<file path="src/rtl/assert_macros.svh">
`ifndef ASSERT_MACROS_SVH
`define ASSERT_MACROS_SVH

// Same-cycle implication, disabled while reset is high.
`define ASSERT_IMPLIES(name, clk, rst, pre, post) \
  name: assert property (@(posedge clk) disable iff (rst) (pre) |-> (post)) \
    else $error("assertion failed");

// Next-cycle implication, disabled while reset is high.
`define ASSERT_NEXT(name, clk, rst, pre, post) \
  name: assert property (@(posedge clk) disable iff (rst) (pre) |=> (post)) \
    else $error("assertion failed");

`endif

</file>
<file path="src/rtl/mdd_pkg.sv">
package mdd_pkg;

  localparam int ADDR_W = 10;
  localparam int QUEUE_DEPTH = 4;

  localparam logic [1:0] CMD_PAL_WR = 2'd0;
  localparam logic [1:0] CMD_PIXEL  = 2'd1;
  localparam logic [1:0] CMD_READ   = 2'd2;

  localparam int LUMA_R = 30;
  localparam int LUMA_G = 59;
  localparam int LUMA_B = 11;
  localparam int LUMA_DIV = 100;
  localparam int DITHER_STEP = 16;
  localparam int DITHER_BIAS = 8;

  // luma > thr  <=>  weighted sum >= LUMA_DIV * (thr + 1)
  localparam int LIMIT_STEP = LUMA_DIV * DITHER_STEP;
  localparam int LIMIT_BASE = LUMA_DIV * (DITHER_BIAS + 1);

  localparam logic [3:0] BAYER [16] = '{
    4'd0,  4'd8,  4'd2,  4'd10,
    4'd12, 4'd4,  4'd14, 4'd6,
    4'd3,  4'd11, 4'd1,  4'd9,
    4'd15, 4'd7,  4'd13, 4'd5
  };

  typedef struct packed {
    logic [1:0]        command;
    logic              frame_start;
    logic [7:0]        pixel_index;
    logic [7:0]        palette_slot;
    logic [7:0]        red;
    logic [7:0]        green;
    logic [7:0]        blue;
    logic [ADDR_W-1:0] read_address;
  } in_item_t;

  typedef struct packed {
    logic [7:0] read_data;
    logic       pixel_written;
    logic       pixel_on;
    logic [6:0] out_col;
    logic [5:0] out_row;
    logic       frame_done;
  } out_item_t;

  typedef enum logic [1:0] {
    OP_PAL_WR,
    OP_PIXEL,
    OP_READ,
    OP_NOP
  } op_kind_t;

  typedef struct packed {
    op_kind_t          kind;
    logic [7:0]        index;
    logic [23:0]       rgb;
    logic [ADDR_W-1:0] addr;
    logic              written;
    logic [6:0]        out_col;
    logic [5:0]        out_row;
    logic              frame_done;
  } op_t;

  function automatic logic [14:0] dither_limit(input logic [1:0] row, input logic [1:0] col);
    logic [3:0] lvl;
    lvl = BAYER[{row, col}];
    return 15'(lvl) * 15'(LIMIT_STEP) + 15'(LIMIT_BASE);
  endfunction

endpackage

</file>
<file path="src/rtl/mdd_front.sv">
`include "assert_macros.svh"

module mdd_front #(
  parameter int SRC_W = 320,
  parameter int SRC_H = 200,
  parameter int OUT_W = 128,
  parameter int OUT_H = 64
) (
  input  logic              clk,
  input  logic              rst,
  input  logic              accept,
  input  mdd_pkg::in_item_t item,
  output mdd_pkg::op_t      op
);
  import mdd_pkg::*;

  // Row target advances by SRC_H/OUT_H with a running remainder.
  localparam int ROW_Q = SRC_H / OUT_H;
  localparam int ROW_R = SRC_H % OUT_H;
  localparam int REM_W = $clog2(OUT_H);
  localparam int SUM_W = REM_W + 1;

  logic [8:0]       source_col, source_col_next;
  logic [7:0]       source_row, source_row_next;
  logic [6:0]       next_out_col, next_out_col_next;
  logic [5:0]       next_out_row, next_out_row_next;
  logic [8:0]       col_target, col_target_next;
  logic [7:0]       row_target, row_target_next;
  logic [REM_W-1:0] row_rem, row_rem_next;

  logic [8:0]       scol_e, ctgt_e;
  logic [7:0]       srow_e, rtgt_e;
  logic [6:0]       x;
  logic [5:0]       y;
  logic [REM_W-1:0] rem_e;
  logic             is_pix, row_kept, kept, col_last, row_last;
  logic [6:0]       x_inc;
  logic [8:0]       ctgt_inc;
  logic [SUM_W-1:0] rem_sum;
  logic             carry;

  assign is_pix = (item.command == CMD_PIXEL);

  always_comb begin
    if (item.frame_start) begin
      scol_e = '0;
      srow_e = '0;
      x      = '0;
      y      = '0;
      ctgt_e = '0;
      rtgt_e = '0;
      rem_e  = '0;
    end else begin
      scol_e = source_col;
      srow_e = source_row;
      x      = next_out_col;
      y      = next_out_row;
      ctgt_e = col_target;
      rtgt_e = row_target;
      rem_e  = row_rem;
    end
  end

  assign row_kept = (srow_e == rtgt_e);
  assign kept     = row_kept && (scol_e == ctgt_e);
  assign col_last = (scol_e >= 9'(SRC_W - 1));
  assign row_last = (srow_e >= 8'(SRC_H - 1));
  assign x_inc    = x + 1'b1;
  assign ctgt_inc = 9'((16'(x_inc) * 16'(SRC_W)) / OUT_W);
  assign rem_sum  = SUM_W'(rem_e) + SUM_W'(ROW_R);
  assign carry    = (rem_sum >= SUM_W'(OUT_H));

  always_comb begin
    source_col_next   = scol_e;
    source_row_next   = srow_e;
    next_out_col_next = x;
    next_out_row_next = y;
    col_target_next   = ctgt_e;
    row_target_next   = rtgt_e;
    row_rem_next      = rem_e;
    if (kept) begin
      next_out_col_next = x_inc;
      col_target_next   = ctgt_inc;
    end
    if (col_last) begin
      if (row_last) begin
        source_col_next   = '0;
        source_row_next   = '0;
        next_out_col_next = '0;
        next_out_row_next = '0;
        col_target_next   = '0;
        row_target_next   = '0;
        row_rem_next      = '0;
      end else begin
        source_col_next   = '0;
        source_row_next   = srow_e + 1'b1;
        next_out_col_next = '0;
        col_target_next   = '0;
        if (row_kept) begin
          next_out_row_next = y + 1'b1;
          row_target_next   = rtgt_e + 8'(ROW_Q) + 8'(carry);
          row_rem_next      = carry ? REM_W'(rem_sum - SUM_W'(OUT_H)) : REM_W'(rem_sum);
        end
      end
    end else begin
      source_col_next = scol_e + 1'b1;
    end
  end

  always_ff @(posedge clk) begin
    if (rst) begin
      source_col   <= '0;
      source_row   <= '0;
      next_out_col <= '0;
      next_out_row <= '0;
      col_target   <= '0;
      row_target   <= '0;
      row_rem      <= '0;
    end else if (accept && is_pix) begin
      source_col   <= source_col_next;
      source_row   <= source_row_next;
      next_out_col <= next_out_col_next;
      next_out_row <= next_out_row_next;
      col_target   <= col_target_next;
      row_target   <= row_target_next;
      row_rem      <= row_rem_next;
    end
  end

  always_comb begin
    unique case (item.command)
      CMD_PAL_WR: op.kind = OP_PAL_WR;
      CMD_PIXEL:  op.kind = OP_PIXEL;
      CMD_READ:   op.kind = OP_READ;
      default:    op.kind = OP_NOP;
    endcase
    op.index      = is_pix ? item.pixel_index : item.palette_slot;
    op.rgb        = {item.red, item.green, item.blue};
    op.addr       = is_pix ? ADDR_W'((16'(y >> 3) * 16'(OUT_W)) + 16'(x)) : item.read_address;
    op.written    = is_pix && kept;
    op.out_col    = op.written ? x : '0;
    op.out_row    = op.written ? y : '0;
    op.frame_done = is_pix && col_last && row_last;
  end

  `ASSERT_NEXT(fr_frame_clear, clk, rst, accept && op.frame_done, (source_col == '0) && (source_row == '0))
  `ASSERT_IMPLIES(fr_row_range, clk, rst, accept && op.written, int'(op.out_row) < OUT_H)
  `ASSERT_IMPLIES(fr_flags_pixel, clk, rst, op.kind != OP_PIXEL, !op.written && !op.frame_done)

endmodule

</file>
<file path="config.mk">
export PLATFORM = sky130hd
export DESIGN_NAME = mdd_front
export DESIGN_NICKNAME = d
export VERILOG_FILES = /design/src/rtl/mdd_pkg.sv /design/src/rtl/mdd_front.sv
export VERILOG_INCLUDE_DIRS = /design/src /design/src/rtl
export SDC_FILE = /design/constraint.sdc
export NUM_CORES = 1
export LEC_CHECK = 0
export ABC_AREA = 1
export BUFFER_PORTS_ARGS = -buffer_cell sky130_fd_sc_hd__buf_4
export CAP_MARGIN = 20
export CORE_MARGIN = 1.5
export CORE_UTILIZATION = 30
export DETAILED_ROUTE_END_ITERATION = 10
export PLACE_DENSITY = 0.52
export SETUP_SLACK_MARGIN = 0.2
export SYNTH_ARGS = -nofsm -noshare
export SYNTH_HDL_FRONTEND = slang
export SYNTH_SLANG_ARGS = --single-unit
</file>
<file path="constraint.sdc">
create_clock -name clk -period 8.7 [get_ports clk]
set_clock_uncertainty 0.1 [all_clocks]
set_input_delay 0.87 -clock clk [delete_from_list [all_inputs] [get_ports clk]]
set_output_delay 0.87 -clock clk [all_outputs]
set_load 0.1 [all_outputs]
</file>
### After elaboration in Yosys (flattened, before gate mapping)

Index checks and enable logic that the tools add are counted.

* add/subtract/negate cells: 9
* multipliers: 1
* $lt $le $gt $ge: 3
* eq/ne operators: 4
* muxes and demuxes: 29
* reductions and logical operators: 6

Operator list (count)
* $mux W8: 8
* $mux W6: 10
* $mux W9: 5
* $mux W7: 4
* $add A10 B7 Y10: 1
* $mul A7 B3 Y10 const B: 1
* $mux W10: 1
* $add A9 B1 Y9 const B: 1
* $eq A9 B9 Y1: 1
* $ge A9 B9 Y1 const B: 1
* $add A8 B1 Y8: 1
* $add A8 B1 Y8 const B: 1
* $add A8 B2 Y8 const B: 1
* $eq A8 B8 Y1: 1
* $ge A8 B8 Y1 const B: 1
* $add A6 B4 Y7 const B: 1
* $add A7 B1 Y7 const B: 1
* $ge A7 B7 Y1 const B: 1
* $add A6 B1 Y6 const B: 1
* $pmux W2 S3: 1
* $sub A6 B1 Y6 const B: 1
* $logic_and A1 B1 Y1: 5
* $eq A2 B1 Y1 const B: 1
* $eq A2 B2 Y1 const B: 1
* $logic_not A2 Y1: 1

* flip-flop bits (word level): 53
* input port bits: 56
* output and inout bits: 59
* word-level logic and storage cells: 59

### Logic depth before layout (Yosys ltp)

* depth after elaboration: 7
* mapped depth: 22
* depth with buffers taken out: 20

### Least setup slack after synthesis

OpenSTA, ideal clock, no wires.

* kind: in2out
* from: input item[50] in the netlist's numbering
* to: output op[13] in the netlist's numbering
* arrival: 4.627 ns
* data required time: 7.730 ns
* setup slack: 3.103 ns
* cell stages on the path: 10
* buffers on the path: 1
* path through: buf_4 -> nor2_1 -> o22ai_1 -> nor2_1 -> nand3_1 -> nor2_4 -> nand2_2 -> nor2_1 -> inv_1 -> nor2_1

RTL lines
* from (decl): line mdd_front.sv:12 `input mdd_pkg::in_item_t item,`
* to (decl): line mdd_front.sv:13 `output mdd_pkg::op_t op`

==> results by group <==
Critical path
  – Critical Path End Type: output port
  – Reg2Reg Depth: 10
  – Worst Path Arrival: 4.15 ns
  – Reg-to-reg startpoint: source_col[1]
  – Path type of the worst setup path: in -> out
  – R2r endpoint: source_col[3]
  – CP Launch Point: item[50]
  – Setup crit start kind: input port
  – Critical Path RT: 7.73 ns
  – CP max FO: 39
  – R2R Setup Slk: 5.54 ns

Flow run
  – Max-cap violations: 0

Clock network
  – Clock transition at the registers of the reported paths: 0.07 ns
  – CTS root buffer: clkbuf_16
  – H-tree levels: 2
  – CTS Sinks: 50
  – Post-CTS Repair Setup Buffers: 0
  – Post_cts resized: 0
  – TritonCTS clock tree: built
  – Clock Tree Buf Depth: 2
  – Hold-fix buffers, CTS: 0
  – Cts bufs inserted: 5
  – Clk_lat worst skew: 0.30 ns

Floorplan
  – Die Footprint: 14900 µm²
  – Die Ht: 122 µm
  – Starting density of the core: 30.7%
  – Total core area: 13800 µm²
  – Rows: 43
  – Die width: 122 µm
  – IO Pins: 115

Power and ir drop
  – Switch Pwr: 0.000195 W
  – Logic pwr share: 22.3%
  – Max VDD drop: 0.0666 mV
  – Leakage power of the design: 2.16 nW
  – Clock power frac: 37.0%
  – Power Total: 0.000569 W
  – Power Dens Cells: 119 nW/µm²
  – Int Power: 0.000375 W
  – Sequential power share: 40.7%
  – Sw frac: 34.2%

Min path
  – HP Start: next_out_row[0]
  – HP Class: reg -> reg
  – Hold Crit Endpoint: next_out_row[0]
  – Worst Hold Depth: 2

Routing
  – Routed WL: 11800 µm
  – Via/cell ratio: 4.69
  – Vias: 4394
  – DR iter-0 viols: 255
  – Drt wl/cell: 12.5 µm
  – Number of nets with antenna violations after routing: 0
  – DR DRC count: 0
  – First-pass DRT Iterations: 4

STA
  – Final setup viols: 0
  – Setup TNS: 0 ns
  – Min cycle time layout: 5.12 ns
  – Peak Freq: 0.195 GHz
  – Max Slew Vio Count: 0
  – Final worst-path setup slack: 3.58 ns
  – Worst Tran Pin Value: 1.03 ns
  – Worst hold slack: 0.365 ns
  – Unrepaired setup endpoints after global routing: no
  – Final Hold Viols: 0
  – Worst slew margin: 30.9%
  – Period utilization: 58.8%

Synthesis
  – Post-synthesis register bit count: 50
  – Post-Syn Area: 4240 µm²
  – Synthesis Warnings: 0
  – Sequential area share after synthesis: 23.6%
  – Synthesized Nets: 811
  – Mean Syn Cell Area: 5.74 µm²
  – Netlist cell types: 30
  – Cells after Synth: 740

Placement
  – Pre-CTS setup slack: 3.64 ns
  – Count of input and output buffers: 66
  – Routability cong.: 0.764
  – Detailed Place HPWL: 8190 µm

Global route
  – Vias in the first global route: 4220
  – Initial antenna violation count: 0
  – Largest net degree at the start of global routing: 54
  – Total gr overflow: 0
  – First-pass GRT wire length: 20300 µm
  – Overall routing resource usage: 16.8%

Cells and area
  – Commonest non-fill, non-tap cells in the layout: nand2_1 (235), nand3_1 (86), inv_1 (84)
  – ANT cells: 0
  – Share of cells above drive strength 1: 12.3%
  – Filler cells: 1567
  – Total Nets Final: 827
  – Area grow syn2layout: 12.8%
  – Commonest non-fill, non-tap cell in the layout: nand2_1
  – Final Util: 34.6%

Outcome
  – Status: finished clean
[per-stage QoR]
stage | std cells | cell area, µm²
6_report | 937 | 4790
5_1_grt | 937 | 4790
4_1_cts | 937 | 4790
3_5_place_dp | 929 | 4630
3_3_place_gp | 929 | 4630
2_1_floorplan | 740 | 4240
[routing by layer]
metal | vias to the layer above | routed length (µm) | GRT usage [%]
li1 | 2374 | - | -
met1 | 1959 | 5690 | 22.3
met2 | 53 | 5570 | 28.7
met3 | 8 | 378 | 2.15
met4 | 0 | 119 | 4.12
met5 | - | 0 | 0
[power by group through the flow]
| stage | logic, W | registers (W) | clock network (W) |
|---|---|---|---|
| 4_1_cts | 0.000128 | 0.000232 | 0.000219 |
| 3_3_place_gp | 0.000127 | 0.000237 | 0 |
| 6_report | 0.000127 | 0.000232 | 0.000211 |
| 5_1_grt | 0.000136 | 0.000232 | 0.000224 |
| 2_1_floorplan | 0.000148 | 0.000237 | 0 |
| 3_5_place_dp | 0.000128 | 0.000237 | 0 |
[registers in the layout (all words and copies together), names as in the netlist]
signal and flops:
col_target 9, source_col 9, row_target 8, source_row 8, next_out_col 7, next_out_row 6, row_rem 3
[critical path, cell delays in order]
cell     delay (ns)
buf_4          0.37
inv_2          0.39
nand3_1        0.19
nand2_1        0.06
nor2_1         0.12
nand2_1        0.13
nor2_4         0.64
nand2_2        0.50
nor2_1         0.25
inv_1          0.14
nor2_1         0.12
buf_4          0.30
[Yosys cell counts]
cell type / count / area share [%]
o21ai_0: 18 / 2.1
or2_2: 4 / 0.59
nor2_4: 2 / 0.53
nor3_1: 8 / 0.94
o21ai_1: 5 / 0.59
buf_4: 28 / 5.0
nand3b_1: 2 / 0.35
buf_1: 1 / 0.088
o22ai_1: 2 / 0.29
a21oi_1: 54 / 6.4
dfxtp_1: 50 / 24
buf_2: 14 / 1.7
nor2_1: 73 / 6.5
xor2_1: 3 / 0.62
buf_6: 1 / 0.27
nand2_2: 1 / 0.15
nand3_2: 2 / 0.47
inv_2: 2 / 0.18
inv_1: 84 / 7.4
a21oi_2: 1 / 0.21
fa_1: 1 / 0.47
nor4_1: 1 / 0.15
o211ai_1: 6 / 1.1
clkbuf_1: 16 / 1.4
nand2_1: 236 / 21
ha_1: 14 / 4.1
nand4_1: 18 / 2.7
nor2_2: 3 / 0.44
xnor2_1: 4 / 0.83
nand3_1: 86 / 10
[kinds of logic (layout without fill, tap and decap cells)]
group | after synthesis | after routing | synth area share (%)
flip-flops | 50 | 50 | 23.6
adder cells (fa/ha/maj) | 15 | 15 | 4.60
buffers and inverters | 146 | 163 | 16.0
AND/OR/NAND/NOR | 436 | 436 | 43.7
AO/OA/AOI/OAI | 86 | 86 | 10.6
XOR/XNOR | 7 | 7 | 1.44
[area by class of cell]
type | count | area, µm² | area share, %
clock buffer | 6 | 139 | 2.90
tap | 180 | 225 | 4.71
timing repair buffer | 69 | 518 | 10.8
multi-input combinational | 544 | 2570 | 53.6
sequential | 50 | 1000 | 20.9
inverter | 86 | 323 | 6.75
clock inverter | 2 | 12.5 | 0.261
[worst max-delay path by stage]
stage,cells after the start,to,slack [ns]
final,12,op[2],3.58
after CTS,12,op[2],3.63
after detailed placement,12,op[2],3.64
after floorplan,10,op[13],3.10
after global placement,12,op[13],3.69
after global routing,13,op[2],3.22
Power figures use the tool's default switching activity.
