## src/rtl/assert_macros.svh

```systemverilog
`ifndef ASSERT_MACROS_SVH
`define ASSERT_MACROS_SVH

// Same-cycle implication, disabled while reset is high.
`define ASSERT_IMPLIES(name, clk, rst, pre, post) \
  name: assert property (@(posedge clk) disable iff (rst) (pre) |-> (post)) \
    else $error("assertion failed");

// Next-cycle implication, disabled while reset is high.
`define ASSERT_NEXT(name, clk, rst, pre, post) \
  name: assert property (@(posedge clk) disable iff (rst) (pre) |=> (post)) \
    else $error("assertion failed");

`endif

```

## src/rtl/mdd_pkg.sv

```systemverilog
package mdd_pkg;

  localparam int ADDR_W = 10;
  localparam int QUEUE_DEPTH = 4;

  localparam logic [1:0] CMD_PAL_WR = 2'd0;
  localparam logic [1:0] CMD_PIXEL  = 2'd1;
  localparam logic [1:0] CMD_READ   = 2'd2;

  localparam int LUMA_R = 30;
  localparam int LUMA_G = 59;
  localparam int LUMA_B = 11;
  localparam int LUMA_DIV = 100;
  localparam int DITHER_STEP = 16;
  localparam int DITHER_BIAS = 8;

  // luma > thr  <=>  weighted sum >= LUMA_DIV * (thr + 1)
  localparam int LIMIT_STEP = LUMA_DIV * DITHER_STEP;
  localparam int LIMIT_BASE = LUMA_DIV * (DITHER_BIAS + 1);

  localparam logic [3:0] BAYER [16] = '{
    4'd0,  4'd8,  4'd2,  4'd10,
    4'd12, 4'd4,  4'd14, 4'd6,
    4'd3,  4'd11, 4'd1,  4'd9,
    4'd15, 4'd7,  4'd13, 4'd5
  };

  typedef struct packed {
    logic [1:0]        command;
    logic              frame_start;
    logic [7:0]        pixel_index;
    logic [7:0]        palette_slot;
    logic [7:0]        red;
    logic [7:0]        green;
    logic [7:0]        blue;
    logic [ADDR_W-1:0] read_address;
  } in_item_t;

  typedef struct packed {
    logic [7:0] read_data;
    logic       pixel_written;
    logic       pixel_on;
    logic [6:0] out_col;
    logic [5:0] out_row;
    logic       frame_done;
  } out_item_t;

  typedef enum logic [1:0] {
    OP_PAL_WR,
    OP_PIXEL,
    OP_READ,
    OP_NOP
  } op_kind_t;

  typedef struct packed {
    op_kind_t          kind;
    logic [7:0]        index;
    logic [23:0]       rgb;
    logic [ADDR_W-1:0] addr;
    logic              written;
    logic [6:0]        out_col;
    logic [5:0]        out_row;
    logic              frame_done;
  } op_t;

  function automatic logic [14:0] dither_limit(input logic [1:0] row, input logic [1:0] col);
    logic [3:0] lvl;
    lvl = BAYER[{row, col}];
    return 15'(lvl) * 15'(LIMIT_STEP) + 15'(LIMIT_BASE);
  endfunction

endpackage

```

## src/rtl/mdd_queue.sv

```systemverilog
`include "assert_macros.svh"

module mdd_queue #(
  parameter int DEPTH = 4
) (
  input  logic          clk,
  input  logic          rst,
  input  logic          push,
  input  mdd_pkg::op_t  push_data,
  output logic          full,
  input  logic          pop,
  output logic          head_valid,
  output mdd_pkg::op_t  head_data
);
  import mdd_pkg::*;

  localparam int PTR_W = (DEPTH > 1) ? $clog2(DEPTH) : 1;
  localparam int CNT_W = $clog2(DEPTH + 1);

  op_t              entries [DEPTH];
  logic [PTR_W-1:0] wr_ptr;
  logic [PTR_W-1:0] rd_ptr;
  logic [CNT_W-1:0] count;

  assign full       = (count == CNT_W'(DEPTH));
  assign head_valid = (count != '0);
  assign head_data  = entries[rd_ptr];

  always_ff @(posedge clk) begin
    if (push) begin
      entries[wr_ptr] <= push_data;
    end
  end

  always_ff @(posedge clk) begin
    if (rst) begin
      wr_ptr <= '0;
      rd_ptr <= '0;
      count  <= '0;
    end else begin
      if (push) begin
        wr_ptr <= (wr_ptr == PTR_W'(DEPTH - 1)) ? '0 : wr_ptr + 1'b1;
      end
      if (pop) begin
        rd_ptr <= (rd_ptr == PTR_W'(DEPTH - 1)) ? '0 : rd_ptr + 1'b1;
      end
      if (push && !pop) begin
        count <= count + 1'b1;
      end else if (pop && !push) begin
        count <= count - 1'b1;
      end
    end
  end

  `ASSERT_IMPLIES(q_bound, clk, rst, 1'b1, count <= CNT_W'(DEPTH))
  `ASSERT_IMPLIES(q_pop_nonempty, clk, rst, pop, count != '0)
  `ASSERT_NEXT(q_count_up, clk, rst, push && !pop, count == $past(count) + 1'b1)

endmodule

```

## config.mk

```make
export PLATFORM = sky130hd
export DESIGN_NAME = mdd_queue
export DESIGN_NICKNAME = d
export VERILOG_FILES = /design/src/rtl/mdd_pkg.sv /design/src/rtl/mdd_queue.sv
export VERILOG_INCLUDE_DIRS = /design/src /design/src/rtl
export SDC_FILE = /design/constraint.sdc
export NUM_CORES = 1
export LEC_CHECK = 0
export ABC_CLOCK_PERIOD_IN_PS = 4800
export BUFFER_PORTS_ARGS = -buffer_cell sky130_fd_sc_hd__buf_2
export CAP_MARGIN = 25
export CELL_PAD_IN_SITES_DETAIL_PLACEMENT = 0
export CELL_PAD_IN_SITES_GLOBAL_PLACEMENT = 1
export CORE_MARGIN = 2
export CORE_UTILIZATION = 45
export CTS_CLUSTER_SIZE = 28
export DETAILED_ROUTE_END_ITERATION = 12
export PLACE_DENSITY = 0.69
export SLEW_MARGIN = 20
export SYNTH_ARGS = -nofsm -noshare
export SYNTH_HDL_FRONTEND = slang
export SYNTH_SLANG_ARGS = --single-unit
```

## constraint.sdc

```tcl
create_clock -name clk -period 4.8 [get_ports clk]
set_input_delay 0.96 -clock clk [delete_from_list [all_inputs] [get_ports clk]]
set_output_delay 0.96 -clock clk [all_outputs]
set_load 0.05 [all_outputs]
```

**After elaboration in Yosys (flattened, before gate mapping)**

Memories as Yosys holds them, arrays and structs flattened. A register that Yosys moved wholly into a read port is not among the register bits.
Index checks and enable logic that the tools add are counted.

- Register bits: 7
- Memory bits (writable): 236
- Input bits: 63
- Output and inout bits: 61
- Memories: 1

Memory list:

| memory | words | width | rd ports | clocked after memory_dff | write ports | line | source |
|---|---|---|---|---|---|---|---|
| entries | 4 | 59 | 1 | 1 | 1 | mdd_queue.sv:20 | `op_t entries [DEPTH];` |

- Add/sub/neg operators: 4
- Equality and inequality tests: 3
- Muxes and demuxes: 8
- Reduce and logical (&&, ||, !) cells: 6

Operators by type and width:

| cell | count |
|---|---|
| 2-bit two-way mux | 4 |
| 3-bit two-way mux | 2 |
| 2-bit by 1-bit adder with 2-bit output, second input constant | 2 |
| 2-bit equality test, second input constant | 2 |
| 3-bit by 1-bit adder with 3-bit output, second input constant | 1 |
| 3-bit equality test, second input constant | 1 |
| 3-bit nonzero test | 1 |
| 3-bit by 1-bit subtractor with 3-bit output, second input constant | 1 |
| 1-bit logical AND | 2 |
| 1-bit logical NOT | 2 |
| 1-bit two-way mux | 2 |
| 2-bit nonzero test | 1 |

**Longest topological paths before layout**

Gate-level depths: netlist (run 1).

- Word-level depth: 4
- Mapped depth: 7
- Gate-level depth less buffers: 7

**Least setup slack after synthesis (run 1)**

OpenSTA, ideal clock, no wires.

- Path kind: in2reg
- Start: input port push
- End: memory entries[0][0] in the netlist's numbering (enable)
- Arrival: 2.355 ns
- Data required time: 4.377 ns
- Slack: 2.022 ns
- Cell stages on the path: 1
- Buffers on the path: 0
- Path through: and2_1

- Longest elaborated chain between the ends: 2

Ends and longest elaborated chain:

| element | line | source |
|---|---|---|
| start, declared | mdd_queue.sv:8 | `input logic push,` |
| 1-bit two-way mux | mdd_queue.sv:30 | `if (push) begin` |
| 1-bit two-way mux (implied by the code) | mdd_queue.sv:31 | `entries[wr_ptr] <= push_data;` |
| end, declared | mdd_queue.sv:20 |  |

Every way passes these cells.

==> results of run 1 <==
[state kept, by name, summed over array words and instances, names as in the netlist, named ones only]
signal and count:
count 3, entries 236, rd_ptr 2, wr_ptr 2
[synthesized netlist by cell type (3+ instances only)]
cell type    n
edfxtp_1   236
and2_1       4
buf_2        3
clkbuf_1     4
buf_4        4
dfxtp_1      9
inv_1        4
nor2_1       7
ha_1         6
mux2i_1      4
mux4_2      59
[final cells by class]
type / count / share of cell area (%)
Antenna cell: 2 / 0.0468
Tap cell: 265 / 3.10
Timing Repair Buffer: 124 / 5.95
Sequential cell: 245 / 68.1
Clock buffer: 31 / 6.16
Inverter: 4 / 0.141
Clock inverter: 15 / 1.69
Multi-Input combinational cell: 90 / 14.8
[per-stage QoR]
step | area [um^2] | utilization [%]
CTS | 10700 | 54.7
global placement | 9840 | 50.4
global route | 10700 | 54.7
detailed placement | 9840 | 50.4
floorplan | 8970 | -
finish | 10700 | 54.7
[worst max-delay path, delay by kind of cell (launching register included)]
| family | cells | cell delay (ns) |
|---|---|---|
| flip-flops | 1 | 0.62 |
| buffers and inverters | 2 | 0.60 |
| multiplexers | 1 | 0.58 |
[path summary, 6_finish.rpt]
path,endpoint,cells after the start
max,head_data[35],3
min reg2reg,count[2],2
max reg2reg,entries[3][38],2
min,count[2],2
[layer usage]
layer / track usage [%] / up-vias / share of wire, %
li1: - / 1777 / -
met1: 19.7 / 2080 / 42
met2: 24.2 / 126 / 48
met3: 4.37 / 28 / 7.4
met4: 4.51 / 0 / 2.1
met5: 0 / - / 0
[cells by family (layout without fill, tap and decap cells)]
group,Yosys count,after routing,synth area share (%)
buffers and inverters,18,174,1.41
XOR/XNOR,2,2,0.195
adder cells (fa/ha/maj),7,7,1.06
other,0,2,0
flip-flops,245,245,81.0
AND/OR/NAND/NOR,15,15,0.879
multiplexers,63,63,15.3
AO/OA/AOI/OAI,3,3,0.167
[power by group through the flow]
stage	registers, uW	logic [uW]	clock network (uW)
3_5_place_dp	2540	594	0
3_3_place_gp	2540	592	0
6_report	2500	586	1960
5_1_grt	2510	618	2080
4_1_cts	2500	596	2000
2_1_floorplan	2510	463	0
==> impl_metrics.csv, run 1 <==
group,metric,value,unit
cells_and_area,layout.nets,560,
floorplan,core_area,19500,um^2
clock_tree,cts_tree,"yes",
floorplan,initial_utilization,45.9,%
pwr,pwr-share-comb,11.6,%
global_route,grt_pass1_wl,24.4,mm
synthesis,synth_cells,353,
place,dp.cells,728,
clock_tree,ctsResizeCount,0,
timing,rsz0062_at_grt,"false",
global_route,grt_max_degree,60,
route,ant_nets,0,
worst_setup_path,path_cells,"buf_12, mux4_2, buf_2",
job,maxCapViolCount,0,
cells_and_area,regArea,7270,um^2
timing,period_needed,3.32,ns
synthesis,yosys_warnings,0,
synthesis,synth_nets,423,
timing,worst_pin_slew,0.941,ns
synthesis,synth_top_area_cell,"edfxtp_1",
floorplan,die_w,145,um
min_path,hp-start,"count[2]",
pwr,seq_power_share,49.5,%
synthesis,async_flop_share,0,%
synthesis,synth_seq_cells,245,
cells_and_area,area_delta_synth_final,19.1,%
clock_tree,path_clk_slew,0.06,ns
pwr,peakVddDrop,0.000283,V
worst_setup_path,worstPathRequired,3.84,ns
pwr,internal-power,3820,uW
timing,finalSetupViolations,0,
worst_setup_path,cp-start-kind,"flop",
worst_setup_path,crit_slowest_cell,"dfxtp_4",
synthesis,synth.avg_cell_area,25.4,um^2
run_status,outcome,"finished clean",
pwr,p_leak,0.00361,uW
clock_tree,cts_setup_buffers,0,
timing,hold_viol,0,
worst_setup_path,path_class,"flop to primary output",
clock_tree,clock_sinks,245,
worst_setup_path,worstPathArrival,2.36,ns
global_route,grt-ovfl-total,0,
route,drtPass1Iterations,4,
timing,maxSlewViolCount,0,
floorplan,num_io_pins,124,
route,drt-total-wl,15.5,mm
global_route,antenna_found_initial,2,
route,routed_via_density,5.17,
synthesis,yosysTopAreaCellShare,79.0,%
synthesis,netlist_area,8970,um^2
timing,slew-limit-headroom,37.3,%
timing,clock_skew,0.00914,ns
place,place_ws,1.95,ns
cells_and_area,final_cell_mix,"edfxtp_1, buf_2, mux4_2",
pwr,clkPwrFrac,38.9,%
pwr,powerDensity,472,nW/um^2
cells_and_area,mostFrequentLayoutCell,"edfxtp_1",
floorplan,rows,51,
floorplan,die-area,21100,um^2
synthesis,ys_seq_area_share,81.0,%
timing,whs,0.525,ns
worst_setup_path,slowest_delay,0.62,ns
floorplan,die_y,145,um
clock_tree,ctsLongestPathBuffers,3,
synthesis,synthDistinctLibCells,19,
clock_tree,cts_hold_buffers,0,
pwr,total_power,5040,uW
min_path,min_path_type,"flop to flop",
cells_and_area,fill_cells,1497,
pwr,switching_share,24.3,%
timing,period_share,69.2,%
place,dpl.hpwl,8.72,mm
cells_and_area,multi_input_area,1590,um^2
clock_tree,cts_htree_levels,1,
timing,setup_ws,1.48,ns
worst_setup_path,timing.rr.start,"wr_ptr[0]",
place,gp_congestion,0.655,
clock_tree,insertion_delay,0.51,ns
timing,tns,0,ns
place,port_buffers,123,
worst_setup_path,rrSetupSlack,3.01,ns
route,routedWlPerCell,19.9,um
route,vias,4011,
cells_and_area,fin_cells,776,
pwr,p_sw,1230,uW
synthesis,synth.area.top_cells,"edfxtp_1, mux4_2, dfxtp_1",
synthesis,synth-main-ff-cell,"edfxtp_1",
synthesis,synth-edff-count,236,
route,drc_errors,0,
route,dr.first_iter.drc_count,191,
clock_tree,cts-buffers-inserted,25,
global_route,first_global_vias,4444,
worst_setup_path,path_max_fanout,40,
timing,fmax,301,MHz
global_route,grt_usage,14.9,%
clock_tree,clock-root-buffer,"clkbuf_16",
worst_setup_path,crit_path_end_kind,"primary output",
cells_and_area,drive_above_1_share,44.6,%
Power figures use the tool's default switching activity.
==> inputs of run 2 (changes only) <==
- ABC_AREA: unset -> 1
- ABC_CLOCK_PERIOD_IN_PS: 4800 -> 2800
- CORE_UTILIZATION: 45 -> 43
- PLACE_DENSITY: 0.69 -> 0.73
- clock period: 4.8 -> 2.8 ns (I/O delays scaled with it)
==> run 2 against run 1 <==
Synthesized area up 2.4%. Setup slack worse by 1.3 ns. Synthesized cell count up 78%. Cell area up 1.6%. Clock skew about the same. Non-clock buffer count up 18. Sequential power up 70%. Core utilization down 2.9 points. Sequential share of layout area down 1.1 points. Critical path depth up 2. Critical path type unchanged. Largest power group unchanged.
==> impl_metrics.csv, run 2 <==
group,metric,value,unit
run_status,outcome,"finished clean",
pwr,p_sw,2230,uW
route,drtPass1Iterations,4,
timing,period_needed,2.65,ns
clock_tree,cts-buffers-inserted,25,
clock_tree,insertion_delay,0.51,ns
min_path,min_path_type,"input pin to flop",
cells_and_area,final_cell_mix,"edfxtp_1, nor2_1, buf_2",
floorplan,die-area,22500,um^2
worst_setup_path,path_cells,"clkinv_8, buf_4, o21ai_0, o22ai_1, buf_2",
floorplan,die_y,150,um
synthesis,synth-main-ff-cell,"edfxtp_1",
floorplan,initial_utilization,43.8,%
cells_and_area,reg_top3,"entries: 236 flops, count: 3 flops",
synthesis,ys_seq_area_share,79.2,%
synthesis,synth.area.top_cells,"edfxtp_1, o21ai_0, nor2_1",
pwr,pwr-share-comb,14.4,%
worst_setup_path,crit_buf_inv,3,
worst_setup_path,worstPathArrival,2.09,ns
timing,slew-limit-headroom,61.0,%
clock_tree,clock_sinks,245,
route,routed_via_density,5.31,
cells_and_area,multi_input_area,1630,um^2
timing,worst_pin_slew,0.585,ns
route,drc_errors,0,
floorplan,num_io_pins,124,
cells_and_area,regMostFlops,"entries",
place,place_ws,0.454,ns
synthesis,muxShareOfSynthArea,0,%
timing,finalSetupViolations,0,
clock_tree,cts_tree,"yes",
global_route,first_global_vias,5636,
synthesis,synth_top_area_cell,"edfxtp_1",
cells_and_area,regArea,7270,um^2
synthesis,synthDistinctLibCells,22,
synthesis,synthAdderAreaFrac,1.04,%
synthesis,async_flop_share,0,%
synthesis,synthTopCellsByCount,"edfxtp_1, nor2_1, o21ai_0, o22ai_1, inv_1",
timing,tns,0,ns
route,routedWlPerCell,18.7,um
clock_tree,cts_htree_levels,1,
route,ant_nets,0,
global_route,antenna_found_initial,0,
synthesis,synth_most_common_cell,"edfxtp_1",
pwr,seq_power_share,50.5,%
pwr,internal-power,6160,uW
floorplan,rows,53,
pwr,p_leak,0.00385,uW
worst_setup_path,critPathTopFamily,"buffers and inverters",
worst_setup_path,cp-start-kind,"flop",
synthesis,synth_cells,630,
cells_and_area,largest_reg_flops,236,
cells_and_area,mostFrequentLayoutCell,"edfxtp_1",
floorplan,die_w,150,um
timing,hold_viol,0,
route,drt-total-wl,19.6,mm
pwr,powerDensity,773,nW/um^2
synthesis,synth_nets,700,
synthesis,yosys_warnings,0,
worst_setup_path,crit_slowest_cell,"dfxtp_4",
route,dr.first_iter.drc_count,314,
place,gp_congestion,0.758,
synthesis,synthXorXnorAreaFrac,0.0954,%
synthesis,synth-edff-count,236,
global_route,grt_max_degree,90,
timing,rsz0062_at_grt,"false",
cells_and_area,area_delta_synth_final,18.2,%
timing,clock_skew,0.00905,ns
synthesis,synth.avg_cell_area,14.6,um^2
timing,setup_ws,0.150,ns
worst_setup_path,slowest_delay,0.53,ns
cells_and_area,drive_above_1_share,23.5,%
place,dpl.hpwl,10.9,mm
pwr,clkPwrFrac,35.2,%
worst_setup_path,crit_path_end_kind,"primary output",
global_route,grt-ovfl-total,0,
timing,whs,0.264,ns
global_route,grt_pass1_wl,29.3,mm
worst_setup_path,path_max_fanout,44,
clock_tree,ctsLongestPathBuffers,3,
clock_tree,path_clk_slew,0.06,ns
cells_and_area,antenna_cells,0,
pwr,peakVddDrop,0.000555,V
timing,fmax,377,MHz
synthesis,yosysTopAreaCellShare,77.2,%
timing,maxSlewViolCount,0,
synthesis,synth_seq_cells,245,
route,vias,5583,
cells_and_area,layout.nets,832,
place,port_buffers,123,
pwr,switching_share,26.6,%
synthesis,synth-compound-area-share,10.8,%
worst_setup_path,worstPathRequired,2.24,ns
pwr,total_power,8390,uW
floorplan,core_area,21000,um^2
synthesis,synth_top_family_by_area,"compound AO/OA/AOI/OAI gates",
synthesis,synthSimpleGateAreaFrac,5.85,%
timing,period_share,94.6,%
job,maxCapViolCount,0,
synthesis,netlist_area,9180,um^2
cells_and_area,fill_cells,1805,
global_route,grt_usage,16.9,%
worst_setup_path,path_class,"flop to primary output",
clock_tree,cts_hold_buffers,0,
clock_tree,clock-root-buffer,"clkbuf_16",
## run 2: final timing paths
path                    end  cells after the start           from  slack, ns
min          entries[1][12]                      1  push_data[12]       0.26
max           head_data[16]                      5           flop       0.15
min reg2reg       wr_ptr[1]                      2      wr_ptr[1]       0.55
max reg2reg   entries[2][0]                      5      wr_ptr[0]       1.24
## run 2: logic make-up (layout without fill, tap and decap cells)
family,count (synthesis),in the layout
DFF,245,245
xor gates and xnor gates,1,1
buffers and inverters,53,199
and+or+nand+nor,141,141
AOI/OAI and AO/OA,183,183
adders and majority gates,7,7
## run 2: routing by layer
metal | GRT usage [%] | up-vias | share of wire, %
met5 | 0 | - | 0
met2 | 29.2 | 183 | 48
met3 | 3.79 | 37 | 7.4
li1 | - | 2620 | -
met1 | 21.6 | 2743 | 42
met4 | 4.81 | 0 | 2.5
## run 2: power groups by stage
stage	combinational (uW)	sequential, uW	clock [uW]
2_1_floorplan	853	4300	0
3_3_place_gp	1170	4310	0
3_5_place_dp	1190	4320	0
4_1_cts	1200	4240	3020
5_1_grt	1300	4250	3150
6_report	1200	4240	2950
## run 2: what timing repair did
item,4_1_cts,5_1_grt
gates cloned,0,1
hold endpoints to repair,0,0
setup endpoints to repair,17,39
gates resized for setup,3,1
buffers inserted,0,1
## run 2: final cells by class
| cell class | count | share of cell area [%] |
|---|---|---|
| sequential | 245 | 67.0 |
| multi-input combinational | 332 | 15.0 |
| timing repair buffer | 142 | 7.48 |
| clock buffer | 26 | 5.80 |
| tap | 275 | 3.17 |
| clock inverter | 15 | 0.853 |
| inverter | 16 | 0.669 |
## run 2: stage by stage
stage | cell area, um^2 | std cells | utilization [%]
after global placement | 10100 | 1008 | 48.1
after global routing | 10900 | 1051 | 51.8
after CTS | 10800 | 1049 | 51.6
after detailed placement | 10100 | 1008 | 48.1
after floorplan | 9180 | 630 | -
final | 10900 | 1051 | 51.8
## run 2: worst register-to-register path: cells and delay by family (launching register included)
kind | cells | cell delay, ns
fa+ha+maj | 1 | 0.14
buf+inv | 3 | 0.63
flops | 1 | 0.35
simple gates | 1 | 0.06
